===== config.mk =====
export PLATFORM = sky130hd
export DESIGN_NAME = integer_set_table
export DESIGN_NICKNAME = d
export VERILOG_FILES = /design/src/design/ist_pkg.sv /design/src/design/ist_ctrl.sv /design/src/design/ist_dp.sv /design/src/design/integer_set_table.sv
export SDC_FILE = /design/constraint.sdc
export NUM_CORES = 1
export LEC_CHECK = 0
export BUFFER_PORTS_ARGS = -buffer_cell sky130_fd_sc_hd__buf_4
export CORE_MARGIN = 5
export CORE_UTILIZATION = 64
export DETAILED_ROUTE_END_ITERATION = 8
export MAX_ROUTING_LAYER = met4
export PLACE_DENSITY_LB_ADDON = 0.3
export SLEW_MARGIN = 20
export SYNTH_ARGS = -nofsm -noshare
export SYNTH_HDL_FRONTEND = slang
export SYNTH_SLANG_ARGS = --single-unit

===== constraint.sdc =====
create_clock -name clk -period 9.35 [get_ports clk]
set_input_delay 0 -clock clk [delete_from_list [all_inputs] [get_ports clk]]
set_output_delay 0 -clock clk [all_outputs]
set_load 0.01 [all_outputs]

===== src/design/ist_pkg.sv =====
package ist_pkg;

	localparam int CAPACITY = 16;
	localparam int CNT_W = $clog2(CAPACITY + 1);
	localparam int ELEM_W = 32;
	localparam int OP_W = 2;
	localparam int RES_CNT_W = 5;

	localparam logic [OP_W-1:0] OP_LOOKUP = 2'd0;
	localparam logic [OP_W-1:0] OP_ADD = 2'd1;
	localparam logic [OP_W-1:0] OP_REMOVE = 2'd2;
	localparam logic [OP_W-1:0] OP_CLEAR = 2'd3;

	typedef logic [OP_W-1:0] op_t;
	typedef logic [ELEM_W-1:0] element_t;
	typedef logic [CNT_W-1:0] cnt_t;
	typedef logic [CAPACITY-1:0] slot_vec_t;

	// was_member in bit 0, count in bits 5:1, is_empty in bit 6, status in bit 7
	typedef struct packed {
		logic status;
		logic is_empty;
		logic [RES_CNT_W-1:0] count;
		logic was_member;
	} result_t;

	typedef struct packed {
		logic exec;
	} cmd_t;

endpackage


===== src/design/ist_ctrl.sv =====
module ist_ctrl (
	input  logic          clk,
	input  logic          arst_n,
	input  logic          s_tvalid,
	output logic          s_tready,
	output logic          m_tvalid,
	input  logic          m_tready,
	output ist_pkg::cmd_t cmd
);
	import ist_pkg::*;

	localparam logic ST_IDLE = 1'b0;
	localparam logic ST_HOLD = 1'b1;

	logic state_q;
	logic state_d;

	assign m_tvalid = (state_q == ST_HOLD);
	assign s_tready = (state_q == ST_IDLE) || m_tready;
	assign cmd.exec = s_tvalid && s_tready;

	always_comb begin
		state_d = state_q;
		unique case (state_q)
			ST_IDLE: begin
				if (cmd.exec) state_d = ST_HOLD;
			end
			ST_HOLD: begin
				if (cmd.exec) state_d = ST_HOLD;
				else if (m_tready) state_d = ST_IDLE;
			end
			default: state_d = ST_IDLE;
		endcase
	end

	always_ff @(posedge clk or negedge arst_n) begin
		if (!arst_n) state_q <= ST_IDLE;
		else state_q <= state_d;
	end

endmodule


===== src/design/ist_dp.sv =====
module ist_dp (
	input  logic              clk,
	input  logic              arst_n,
	input  ist_pkg::cmd_t     cmd,
	input  ist_pkg::op_t      operation,
	input  ist_pkg::element_t element,
	output ist_pkg::result_t  result
);
	import ist_pkg::*;

	element_t  value_q [CAPACITY];
	slot_vec_t valid_q;
	cnt_t      count_q;
	result_t   result_q;

	slot_vec_t hit;
	slot_vec_t free_vec;
	slot_vec_t first_free;
	logic      member;
	logic      any_free;
	slot_vec_t valid_d;
	cnt_t      count_d;
	logic      status_d;

	always_comb begin
		for (int i = 0; i < CAPACITY; i++) begin
			hit[i] = valid_q[i] && (value_q[i] == element);
		end
	end

	assign member     = |hit;
	assign free_vec   = ~valid_q;
	assign any_free   = |free_vec;
	assign first_free = free_vec & (~free_vec + slot_vec_t'(1));

	always_comb begin
		valid_d  = valid_q;
		count_d  = count_q;
		status_d = 1'b0;
		case (operation)
			OP_ADD: begin
				if (!member) begin
					if (any_free) begin
						valid_d = valid_q | first_free;
						count_d = count_q + cnt_t'(1);
					end else begin
						status_d = 1'b1;
					end
				end
			end
			OP_REMOVE: begin
				if (member) begin
					valid_d = valid_q & ~hit;
					if (count_q != '0) count_d = count_q - cnt_t'(1);
				end
			end
			OP_CLEAR: begin
				valid_d = '0;
				count_d = '0;
			end
			default: ;
		endcase
	end

	always_ff @(posedge clk or negedge arst_n) begin
		if (!arst_n) begin
			valid_q <= '0;
			count_q <= '0;
		end else if (cmd.exec) begin
			valid_q <= valid_d;
			count_q <= count_d;
		end
	end

	always_ff @(posedge clk) begin
		for (int i = 0; i < CAPACITY; i++) begin
			if (cmd.exec && operation == OP_ADD && !member && first_free[i]) begin
				value_q[i] <= element;
			end
		end
	end

	always_ff @(posedge clk) begin
		if (cmd.exec) begin
			result_q.was_member <= member;
			result_q.count      <= RES_CNT_W'(count_d);
			result_q.is_empty   <= (count_d == '0);
			result_q.status     <= status_d;
		end
	end

	assign result = result_q;

endmodule


===== src/design/integer_set_table.sv =====
// An accepted transaction's result is registered, valid on the master side next cycle.
// Throughput: one transaction per cycle while m_tready takes each result; all slots are
// compared in parallel and a lowest-free-slot encoder picks the slot for an add.
// Reset: arst_n clears all valid marks, the element count and the output valid;
// no clearing pass, the block accepts transactions as soon as reset is released.
module integer_set_table (
	input  logic        clk,
	input  logic        arst_n,
	input  logic        s_tvalid,
	output logic        s_tready,
	input  logic [31:0] s_tdata,  // element[31:0]
	input  logic [1:0]  s_tuser,  // operation[1:0]
	output logic        m_tvalid,
	input  logic        m_tready,
	output logic [7:0]  m_tdata   // was_member[0], count[5:1], is_empty[6], status[7]
);
	import ist_pkg::*;

	cmd_t    cmd;
	result_t result;

	ist_ctrl u_ctrl (
		.clk      (clk),
		.arst_n   (arst_n),
		.s_tvalid (s_tvalid),
		.s_tready (s_tready),
		.m_tvalid (m_tvalid),
		.m_tready (m_tready),
		.cmd      (cmd)
	);

	ist_dp u_dp (
		.clk       (clk),
		.arst_n    (arst_n),
		.cmd       (cmd),
		.operation (s_tuser),
		.element   (s_tdata),
		.result    (result)
	);

	assign m_tdata = result;

	a_result_follows: assert property (@(posedge clk) disable iff (!arst_n)
		s_tvalid && s_tready |=> m_tvalid)
		else $error("accepted transaction left no result");

	a_empty_flag: assert property (@(posedge clk) disable iff (!arst_n)
		m_tvalid |-> (m_tdata[6] == (m_tdata[5:1] == 5'd0)) || (CAPACITY > 31))
		else $error("empty flag disagrees with count");

	a_full_not_member: assert property (@(posedge clk) disable iff (!arst_n)
		m_tvalid && m_tdata[7] |-> !m_tdata[0] && !m_tdata[6])
		else $error("full status on a present element or empty table");

endmodule

# After elaboration in Yosys (flattened, before gate mapping)
# Memory sizes are Yosys's and may differ from the RTL's.
# Cells that the tools add are included.
classes:
  n_bitwise: 8
  mul: 0
  magnitude_cmp: 0
  n_mux: 91
  n_reduce_logical: 59
  addsub: 3
  shift: 0
  div_mod_pow: 0
  n_eq_ne: 22
op_table:
  columns: ["cell", "count"]
  rows:
  - ["$eq A32 B32 Y1", 16]
  - ["$mux W32", 15]
  - ["$reduce_or A32 Y1", 15]
  - ["$mux W4", 15]
  - ["$mux W1", 51]
  - ["$mux W16", 3]
  - ["$not A16 Y16", 3]
  - ["$pmux W16 S3", 1]
  - ["$logic_and A1 B1 Y1", 35]
  - ["$and A16 B16 Y16", 2]
  - ["$reduce_or A16 Y1", 2]
  - ["$mux W5", 4]
  - ["$reduce_or A17 Y1", 1]
  - ["$add A16 B1 Y16 const B", 1]
  - ["$or A16 B16 Y16", 1]
  - ["$pmux W5 S3", 1]
  - ["$add A5 B1 Y5 const B", 1]
  - ["$logic_not A5 Y1", 1]
  - ["$reduce_and A5 Y1", 1]
  - ["$reduce_bool A5 Y1", 1]
  - ["$sub A5 B1 Y5 const B", 1]
  - ["$eq A2 B2 Y1 const B", 2]
  - ["$ne A2 B1 Y1 const B", 2]
  - ["$reduce_bool A3 Y1", 1]
  - ["other kinds (6)", 7]
word_totals:
  memories: 1
  elab_cells: 191
  latch_bits: 0
  romBits: 0
  mem_bits_rw: 512
  input_bits: 38
  ff_bits: 30
mem_list:
  columns: ["memory", "words", "width", "read_ports", "rd_clocked_by_memory_dff", "write_ports", "line", "text"]
  rows:
  - ["u_dp.value_q", 16, 32, 16, 0, 1, "ist_dp.sv:11", "element_t value_q [CAPACITY];"]

# Depth between registers and ports, before layout
# Gate-level depths: netlist (run 1).
depth:
  depth_word: 24
  mapped_depth: 13
  ltp_nobuf: 10

# Cells and area by module
# A second synthesis (run 1) with hierarchy kept.
hier_totals:
  cells_unflattened: 1506
  hier_area_um2: 23774.1
by_module_without_submodules:
  columns: ["mod", "instances", "cells_each", "area_per_inst_um2"]
  rows:
  - ["ist_dp", 1, 1502, 23720.2]
  - ["ist_ctrl", 1, 4, 53.8]

# Worst setup path after synthesis (run 1)
# Ideal clock, no wire load.
synth_timing:
  path_kind: "reg2reg"
  start: "memory u_dp.value_q[1][215] (netlist bit)"
  end: "memory u_dp.value_q[1][224] (netlist bit) (enable)"
  stages_incl_launch_ff: 10
  t_arrival_ns: 4.906
  path_slack_ns: 3.941
  t_required_ns: 8.847
  setup_ns: 0.503
  path_cell_list: "edfxtp_1 -> xor2_1 -> nor4_1 -> nand4_1 -> nor3_1 -> nor4_1 -> nand4_2 -> or3_1 -> clkbuf_1 -> nor4_1"
synth_rtl:
  columns: ["element", "line"]
  rows:
  - ["start, declared", "ist_dp.sv:11"]

# Final worst setup path (run 1)
layout_timing:
  start: "input port s_tdata[24]"
  end: "register u_dp.valid_q[8]"
layout_between:
  elab_chain_cells: 6
  elab_cells_between_ends: 40
layout_lines:
  columns: ["element", "line", "text"]
  rows:
  - ["start, declared", "integer_set_table.sv:11", "input logic [31:0] s_tdata,"]
  - ["branches (longest 6 deep; another with $eq A32 B32 Y1)", null, null]
  - ["end signal, assigned", "ist_dp.sv:70", "valid_q <= valid_d;"]
  - ["end, declared", "ist_dp.sv:12", "slot_vec_t valid_q;"]
# Several ways; the timed one is not identified. The select of a mux whose other input is x is not followed.
# A chain may end at the register's enable or synchronous reset.

==> key figures, run 1 <==
Synthesis
  – Syn nets: 1529
  – Post-synth cell types: 48
  – Synth Register Bits: approximately 540
  – Top FF cell, synth: edfxtp_1
  – Post-synth EDFFs: 520
  – Sequential share of the synthesized area: 69.41%
  – Mapped Cells: 1489
  – FFs w/ async S/R, synth: 4.059%
  – Yosys Warn Count: 0
  – Avg Inst Size Synth: approximately 16 um^2
  – Cell Area, Synth: 23290 um^2

Global routing
  – Largest net degree at the start of global routing: 34
  – First-pass GRT wire length: between 70000 and 80000 um
  – GR Overflow Total: 0
  – Antenna violations before repair: 0
  – GR Util All Layers: 26.77%
  – Number of global-route vias before repair: 12717

Floorplanning
  – Row cnt: between 60 and 70
  – Placeable Area: between 30000 and 40000 um^2
  – Initial Util: 65.16%
  – Num ports: 48
  – Die Footprint: 40300 um^2
  – Die Ht: roughly 200 um
  – Die W: ~200 um

Setup path
  – Worst Setup End Kind: register
  – Reg2reg start: u_dp.value_q[0][216]$_DFFE_PP_
  – Critical path type: in2reg
  – Worst R2R Setup Slack: between 5000 and 6000 ps
  – Critical Path RT: around 9900 ps
  – Slowest cell on crit path: nor4_1
  – FF-to-FF End: u_dp.valid_q[8]$_DFFE_PN0P_
  – CP arrival: 4730 ps
  – CP peak stage delay: 990 ps
  – Crit path cell chain: dlygate4sd3_1 > buf_4 > xnor2_1 > nand4_1 > nor4_1 > nand3_1 > nand4_1 > nor4_1 > buf_4 > nor2b_1 > o21ai_1 > o21ai_0 > o21ai_1 > dlygate4sd3_1
  – Setup crit start kind: input port
  – Worst-path fanout max: 32
  – Worst reg2reg path depth: 12

CTS
  – Clk_lat worst skew: about 600 ps
  – Root Driver: clkbuf_16
  – # clock sinks: between 500 and 600
  – CTS tree: built
  – Worst-path clk slew: 60 ps
  – H-tree depth: 2
  – CTS buffer count: between 50 and 60
  – Post-cts gate resize count: 0
  – CTS max path bufs: 3
  – Post-CTS Setup Bufs: 0

STA
  – Worst slew margin: between 10% and 20%
  – Final hold vios: 0
  – Setup_tns: 0 ps
  – Unrepaired setup endpoints after global routing: no
  – # setup viols final: 0
  – Max-slew violation count: 0
  – Final worst path period need: 4210 ps
  – Worst slew pin tran: 1205 ps
  – Max Clock Skew: 15.18 ps
  – Fin crit share: 45.02%
  – Fmax: 237.5 MHz

Min path
  – Worst Hold Path EP: u_dp.count_q[4]$_DFFE_PN0P_
  – Worst hold stages: 5
  – Hold Startpoint: m_tready
  – HP Class: in2reg

Pwr
  – Power Density: 198.4 nW/um^2
  – Worst vdd ir: roughly 0.20 mV
  – P_leak: just over 0.008 uW

Route
  – Drt wl/cell: 25.21 um
  – Post-route DRC: 0
  – Vias/cell: about 6
  – Final wirelength: 52440 um
  – Antenna-violating nets left: 0
  – Router iterations before antenna repair: 5
  – Starting DRT DRC Count: between 1000 and 1500
  – DR vias: 12613

Layout
  – Fin cells: 2080
  – Fillers: 2291
  – N_diodes: 0
  – Most frequent cells in the layout: edfxtp_1 (520), xnor2_1 (384), xor2_1 (129), nand4_1 (113), buf_4 (68)
  – Commonest non-fill, non-tap cell in the layout: edfxtp_1
  – Final Net Count: 1617
  – Area growth syn-to-layout: 12.05%
  – Storage element area: 16170 um^2
  – Multi-input gate area: around 6700 um^2
  – Layout cells sized above 1: approximately 10%

Placed design
  – Port Buffers: 47
  – HPWL after DPL: between 20000 and 30000 um
  – Placed Cells: 1943
  – RePlAce Congestion: 0.9291

Flow run
  – Max-Cap Viols: 0

Outcome
  – Status: finished clean
[sequential cells by signal, indices dropped and copies added (netlist names)]
register	flops
u_dp.result	8
u_dp.value_q	512
u_dp.count_q	5
u_ctrl.m_tvalid	1
u_dp.valid_q	16
[cell families after synthesis]
family          after synthesis  synth area share [%]
simple gates                276                 7.129
mux                           9                0.4190
compound gates               61                 1.537
xor+xnor                    513                 19.29
flops                       542                 69.41
buf+inv                      86                 2.101
fa+ha+maj                     2                0.1074
[critical path, delay by kind of cell]
| kind | cells | cell delay (ps) |
|---|---|---|
| xor gates and xnor gates | 1 | 190 |
| buffers and inverters | 4 | 1790 |
| AOI/OAI and AO/OA | 3 | 860 |
| and+or+nand+nor | 6 | 1890 |
[metal layers]
metal  GRT usage (%)  vias up  routed length [um]
met5               -        -                   0
met2           41.09      509               24600
met4           8.702        0                1535
li1                -     5647                   -
met3           4.039       98                3649
met1           37.68     6359               22650
[timing repair]
item,in CTS,in global routing
endpoints found under the setup margin,0,0
hold endpoints to repair,552,0
hold buffers,40,0
[per-stage QoR]
step / cell area, um^2 / power [uW] / hold slack (ps) / util, % / worst slack, ps
global route: 26090 / 5347 / 139.3 / 73.01 / 5078
global placement: 24010 / 3137 / -81.50 / 67.18 / 5483
detailed placement: 24010 / 3148 / -80.77 / 67.18 / 5318
floorplan: 23290 / 3024 / -295.6 / - / 3941
finish: 26090 / 5176 / 70.31 / 73.01 / 5140
CTS: 26090 / 5205 / 41.96 / 73.01 / 5390
[power breakdown]
| part | total [uW] | internal, uW | switching (uW) | leakage, uW |
|---|---|---|---|---|
| clock network | 2060 | 1190 | 872 | 0.000821 |
| registers | 2730 | 2700 | 34.9 | 0.00495 |
| logic | 382 | 152 | 229 | 0.00230 |
| total | 5180 | 4040 | 1140 | 0.00808 |
[cell usage after synthesis (2+ instances only)]
cell type | number | area, um^2
edfxtp_1 | 520 | 15610
xnor2_1 | 384 | 3363
xor2_1 | 129 | 1130
nand4_1 | 113 | 706.9
nor4_1 | 54 | 337.8
buf_2 | 34 | 170.2
buf_4 | 33 | 247.7
nor2_1 | 27 | 101.4
dfrtp_1 | 22 | 550.5
o21ai_0 | 21 | 105.1
nor3_1 | 17 | 85.08
nand2_1 | 16 | 60.06
nand3_1 | 15 | 75.07
a21oi_1 | 14 | 70.07
inv_1 | 10 | 37.54
clkbuf_1 | 8 | 30.03
a31oi_1 | 7 | 43.79
o21ai_1 | 7 | 35.03
nand2b_1 | 5 | 31.28
and4_1 | 4 | 35.03
mux2_2 | 4 | 45.04
nor3b_1 | 4 | 30.03
and3_1 | 3 | 18.77
mux2i_1 | 3 | 30.03
nor2b_1 | 3 | 18.77
a41oi_1 | 2 | 17.52
and3_4 | 2 | 22.52
ha_1 | 2 | 25.02
mux2_1 | 2 | 22.52
nand4bb_1 | 2 | 22.52
o21a_1 | 2 | 15.01
o22a_1 | 2 | 17.52
o31ai_1 | 2 | 15.01
or3_1 | 2 | 12.51
[layout make-up]
type / instances / area share [%]
sequential: 542 / 61.95
tap: 461 / 2.210
multi-input combinational: 861 / 25.74
clock buffer: 63 / 5.308
timing repair buffer: 108 / 3.529
inverter: 11 / 0.1582
clock inverter: 34 / 1.103
[worst max-delay path by stage]
stage,from,endpoint,slack [ps],cells after the start
after floorplan,u_dp.value_q[1][215]$_DFFE_PP_,u_dp.value_q[1][224]$_DFFE_PP_,3940,9
after global placement,s_tdata[25],u_dp.value_q[0][68]$_DFFE_PP_,5480,11
after detailed placement,s_tdata[25],u_dp.value_q[0][84]$_DFFE_PP_,5320,11
after CTS,s_tdata[25],u_dp.value_q[0][92]$_DFFE_PP_,5390,12
after global routing,s_tdata[10],u_dp.value_q[0][74]$_DFFE_PP_,5080,13
final,s_tdata[24],u_dp.valid_q[8]$_DFFE_PN0P_,5140,14
(Power assumes the default switching activity.)
==> run 2, diff against run 1 <==
--- a/config.mk
+++ b/config.mk
@@ -5,9 +5,10 @@
 export SDC_FILE = /design/constraint.sdc
 export NUM_CORES = 1
 export LEC_CHECK = 0
+export ABC_AREA = 1
 export BUFFER_PORTS_ARGS = -buffer_cell sky130_fd_sc_hd__buf_4
 export CORE_MARGIN = 5
-export CORE_UTILIZATION = 64
+export CORE_UTILIZATION = 63
 export DETAILED_ROUTE_END_ITERATION = 8
 export MAX_ROUTING_LAYER = met4
 export PLACE_DENSITY_LB_ADDON = 0.3
==> constraint.sdc (replaced) <==
create_clock -name clk -period 4.1 [get_ports clk]
set_input_delay 0 -clock clk [delete_from_list [all_inputs] [get_ports clk]]
set_output_delay 0 -clock clk [all_outputs]
set_load 0.01 [all_outputs]
==> run 2 against run 1 <==
Core utilization fell by 2.2 points. Die area is 10% higher. Via count increased by 14%. Critical path type unchanged. Largest cell class unchanged. Largest power group unchanged. Highest routed layer unchanged.
==> key figures, run 2 <==
Pwr
  – Power Density: 434.6 nW/um^2 (+120%)
  – P_leak: 0.009803 uW (+21%)
  – Worst vdd ir: 0.5422 mV (+180%)

CTS
  – Post-cts gate resize count: 0 (unchanged)
  – Root Driver: clkbuf_16
  – CTS tree: built
  – Worst-path clk slew: 60 ps (about the same)
  – # clock sinks: 542 (unchanged)
  – H-tree depth: 2 (unchanged)
  – CTS buffer count: 54 (+1.9%)
  – Clk_lat worst skew: 600 ps (about the same)
  – CTS max path bufs: 3 (unchanged)

Synthesis
  – Yosys Warn Count: 0 (unchanged)
  – Syn nets: 2132 (+39%)
  – Most common cell in the netlist: nand2_1
  – Top FF cell, synth: edfxtp_1
  – FFs w/ async S/R, synth: 4.059% (unchanged)
  – Post-synth cell types: 45 (-6.3%)
  – Synth Register Bits: 542 (unchanged)
  – Cell Area, Synth: 25360 um^2 (+8.9%)
  – Area share of and/or/nand/nor cells after synthesis: 13.85% (+6.7 points)
  – Top cell type's share of synthesized area: 61.57% (-5.5 points)
  – Post-synth top cells: nand2_1 (571), edfxtp_1 (520), xnor2_1 (454)
  – Avg Inst Size Synth: 12.12 um^2 (-22%)
  – Compound-Gate Fraction of Synth Area: 1.514% (-0.022 points)
  – Synth top area cells: edfxtp_1 (62%), xnor2_1 (16%), nand2_1 (8.5%)
  – Mapped Cells: 2092 (+40%)
  – Largest area contributor in the netlist: edfxtp_1
  – Sequential share of the synthesized area: 63.74% (-5.7 points)
  – Largest family of logic cells by synthesized area: XOR/XNOR gates
  – Post-synthesis mux area share: 0.04440% (-0.37 points)
  – Adder-cell share of the synthesized area: 0.09866% (-0.0088 points)
  – Post-Synth XOR/XNOR Area: 15.91% (-3.4 points)
  – Post-synth EDFFs: 520 (unchanged)

Global routing
  – Number of global-route vias before repair: 14265 (+12%)
  – First-pass GRT wire length: 78650 um (-0.71%)
  – GR Util All Layers: 23.40% (-3.4 points)
  – Met1 Use GR: 32.16% (-5.5 points)
  – GR Overflow Total: 0 (unchanged)
  – Global route hottest layer: met2
  – GR Util met2: 37.13% (-4.0 points)
  – Antenna violations before repair: 0 (unchanged)
  – Global Route met3 Usage: 2.718% (-1.3 points)
  – Largest net degree at the start of global routing: 34 (unchanged)

Setup path
  – Worst Setup End Kind: register
  – Critical path type: in2reg
  – Worst R2R Setup Slack: 750 ps (-4520 ps)
  – CP arrival: 3700 ps (-1030 ps)
  – FF-to-FF End: u_dp.value_q[0][73]$_DFFE_PP_
  – Reg2reg start: u_dp.value_q[0][25]$_DFFE_PP_
  – Worst Setup SP: s_tdata[12]
  – Critical Path RT: 4370 ps (-5500 ps)
  – Worst reg2reg path depth: 14 (+2)
  – Worst-path fanout max: 33 (+3.1%)
  – Setup crit start kind: input port

Layout
  – Reg with most FFs: u_dp.value_q
  – Most frequent cells in the layout: nand2_1 (571), edfxtp_1 (520), xnor2_1 (454), nor2_1 (186), inv_1 (93)
  – Final Net Count: 2239 (+38%)
  – Commonest non-fill, non-tap cell in the layout: nand2_1
  – Fillers: 2734 (+19%)
  – Layout cells sized above 1: 10.34% (-0.038 points)
  – Area growth syn-to-layout: 11.11%
  – Core Util, Final: 70.77% (-2.2 points)
  – Max FFs per register: 512 (unchanged)
  – N_diodes: 0 (unchanged)
  – Final Cell Area: 28180 um^2 (+8.0%)

STA
  – Final hold vios: 0 (unchanged)
  – Fin crit share: approximately 84%
  – Fmax: 291.7 MHz
  – Max-slew violation count: 0 (unchanged)
  – Max Clock Skew: 22.92 ps (+7.738 ps)
  – # setup viols final: 0 (unchanged)
  – Worst slew pin tran: 662.1 ps (-542.8 ps)
  – Final worst path period need: 3428 ps
  – Worst slew margin: 55.81% (+37 points)
  – Unrepaired setup endpoints after global routing: no

Route
  – DR vias: 14441 (+14%)
  – Router iterations before antenna repair: 6 (+1)
  – Drt wl/cell: 18.08 um (-28%)
  – Starting DRT DRC Count: 1052 (-15%)
  – Antenna-violating nets left: 0 (unchanged)
  – Post-route DRC: 0 (unchanged)
  – Final wirelength: 50070 um (-4.5%)
  – Vias/cell: 5.215 (-14%)

Min path
  – HP Class: in2reg
  – Worst Hold Path EP: u_dp.count_q[3]$_DFFE_PN0P_
  – Worst hold stages: 5 (unchanged)
  – Hold Startpoint: s_tvalid

Floorplanning
  – Die Ht: 210.6 um (+4.9%)
  – Initial Util: 63.69% (-1.5 points)
  – Row cnt: 73 (+5.8%)
  – Num ports: 48 (unchanged)
  – Placeable Area: 39820 um^2 (+11%)
  – Die Footprint: 44370 um^2 (+10%)
  – Die W: 210.6 um (+4.9%)

Placed design
  – RePlAce Congestion: 0.9078 (-2.3%)
  – HPWL after DPL: 31450 um (+7.3%)
  – Post-Place Cell Area: 25940 um^2 (+8.0%)
  – Port Buffers: 47 (unchanged)

Outcome
  – Status: finished clean

Flow run
  – Max-Cap Viols: 0 (unchanged)
-- run 2: cells by family after synthesis --
family / Yosys count
multiplexers: 1
flip-flops: 542
AO/OA/AOI/OAI: 59
XOR/XNOR: 460
AND/OR/NAND/NOR: 854
buffers and inverters: 174
adder cells (fa/ha/maj): 2
-- run 2: cell type report --
type | instances | area, um^2 | share of cell area [%]
multi-input combinational | 1376 | 8114 | 28.79
sequential | 542 | 16170 | 57.36
clock inverter | 31 | 387.9 | 1.376
inverter | 101 | 381.6 | 1.354
clock buffer | 70 | 1433 | 5.083
tap | 525 | 656.9 | 2.331
timing repair buffer | 124 | 1044 | 3.703
-- run 2: report_power, final --
part	internal, uW	total, uW	switching, uW	leakage (uW)
combinational	365	950	585	0.00398
sequential	6150	6260	109	0.00494
clock	3030	5040	2010	0.000878
-- run 2: how the worst max path moves through the flow --
stage	depth (start not counted)	endpoint	slack, ps
after detailed placement	17	u_dp.value_q[0][64]$_DFFE_PP_	630
after global placement	17	u_dp.value_q[0][69]$_DFFE_PP_	660
after global routing	17	u_dp.value_q[1][169]$_DFFE_PP_	420
after CTS	18	u_dp.value_q[0][73]$_DFFE_PP_	700
final	18	u_dp.value_q[0][73]$_DFFE_PP_	670
after floorplan	6	u_dp.value_q[1][160]$_DFFE_PP_	-920
-- run 2: worst max-delay path: stages --
cell	delay, ps
dlygate4sd3_1	530
buf_4	340
inv_1	210
nand2_1	100
nand2_1	50
nand2_1	70
nor2_1	70
nand2_1	200
nor2_1	110
nand3_1	120
nand2_1	80
nor2_2	150
nand2_4	80
nor2_8	180
nand3_2	530
buf_4	390
nor3_4	170
buf_4	310
-- run 2: per-layer routing --
| layer | vias to the layer above | routed length (um) |
|---|---|---|
| met5 | - | 0 |
| met4 | 0 | 1549 |
| met3 | 84 | 2357 |
| met2 | 386 | 23970 |
| met1 | 6899 | 22190 |
| li1 | 7072 | - |
-- run 2: per-stage QoR --
step	hold slack, ps	power, uW	TNS, ps	std cells	worst slack (ps)
2_1_floorplan	-295.6	7066	-125060	2092	-918.1
3_3_place_gp	-75.46	7268	0	2627	655.8
3_5_place_dp	-72.94	7294	0	2627	627.1
4_1_cts	319.2	12340	0	2769	698.7
5_1_grt	366.1	12680	0	2769	422.3
6_report	330.9	12250	0	2769	672.0
-- run 2: repair_timing --
item / 4_1_cts / 5_1_grt
hold endpoints to repair: 546 / 0
hold buffers: 41 / 0
buffers inserted: 0 / 0
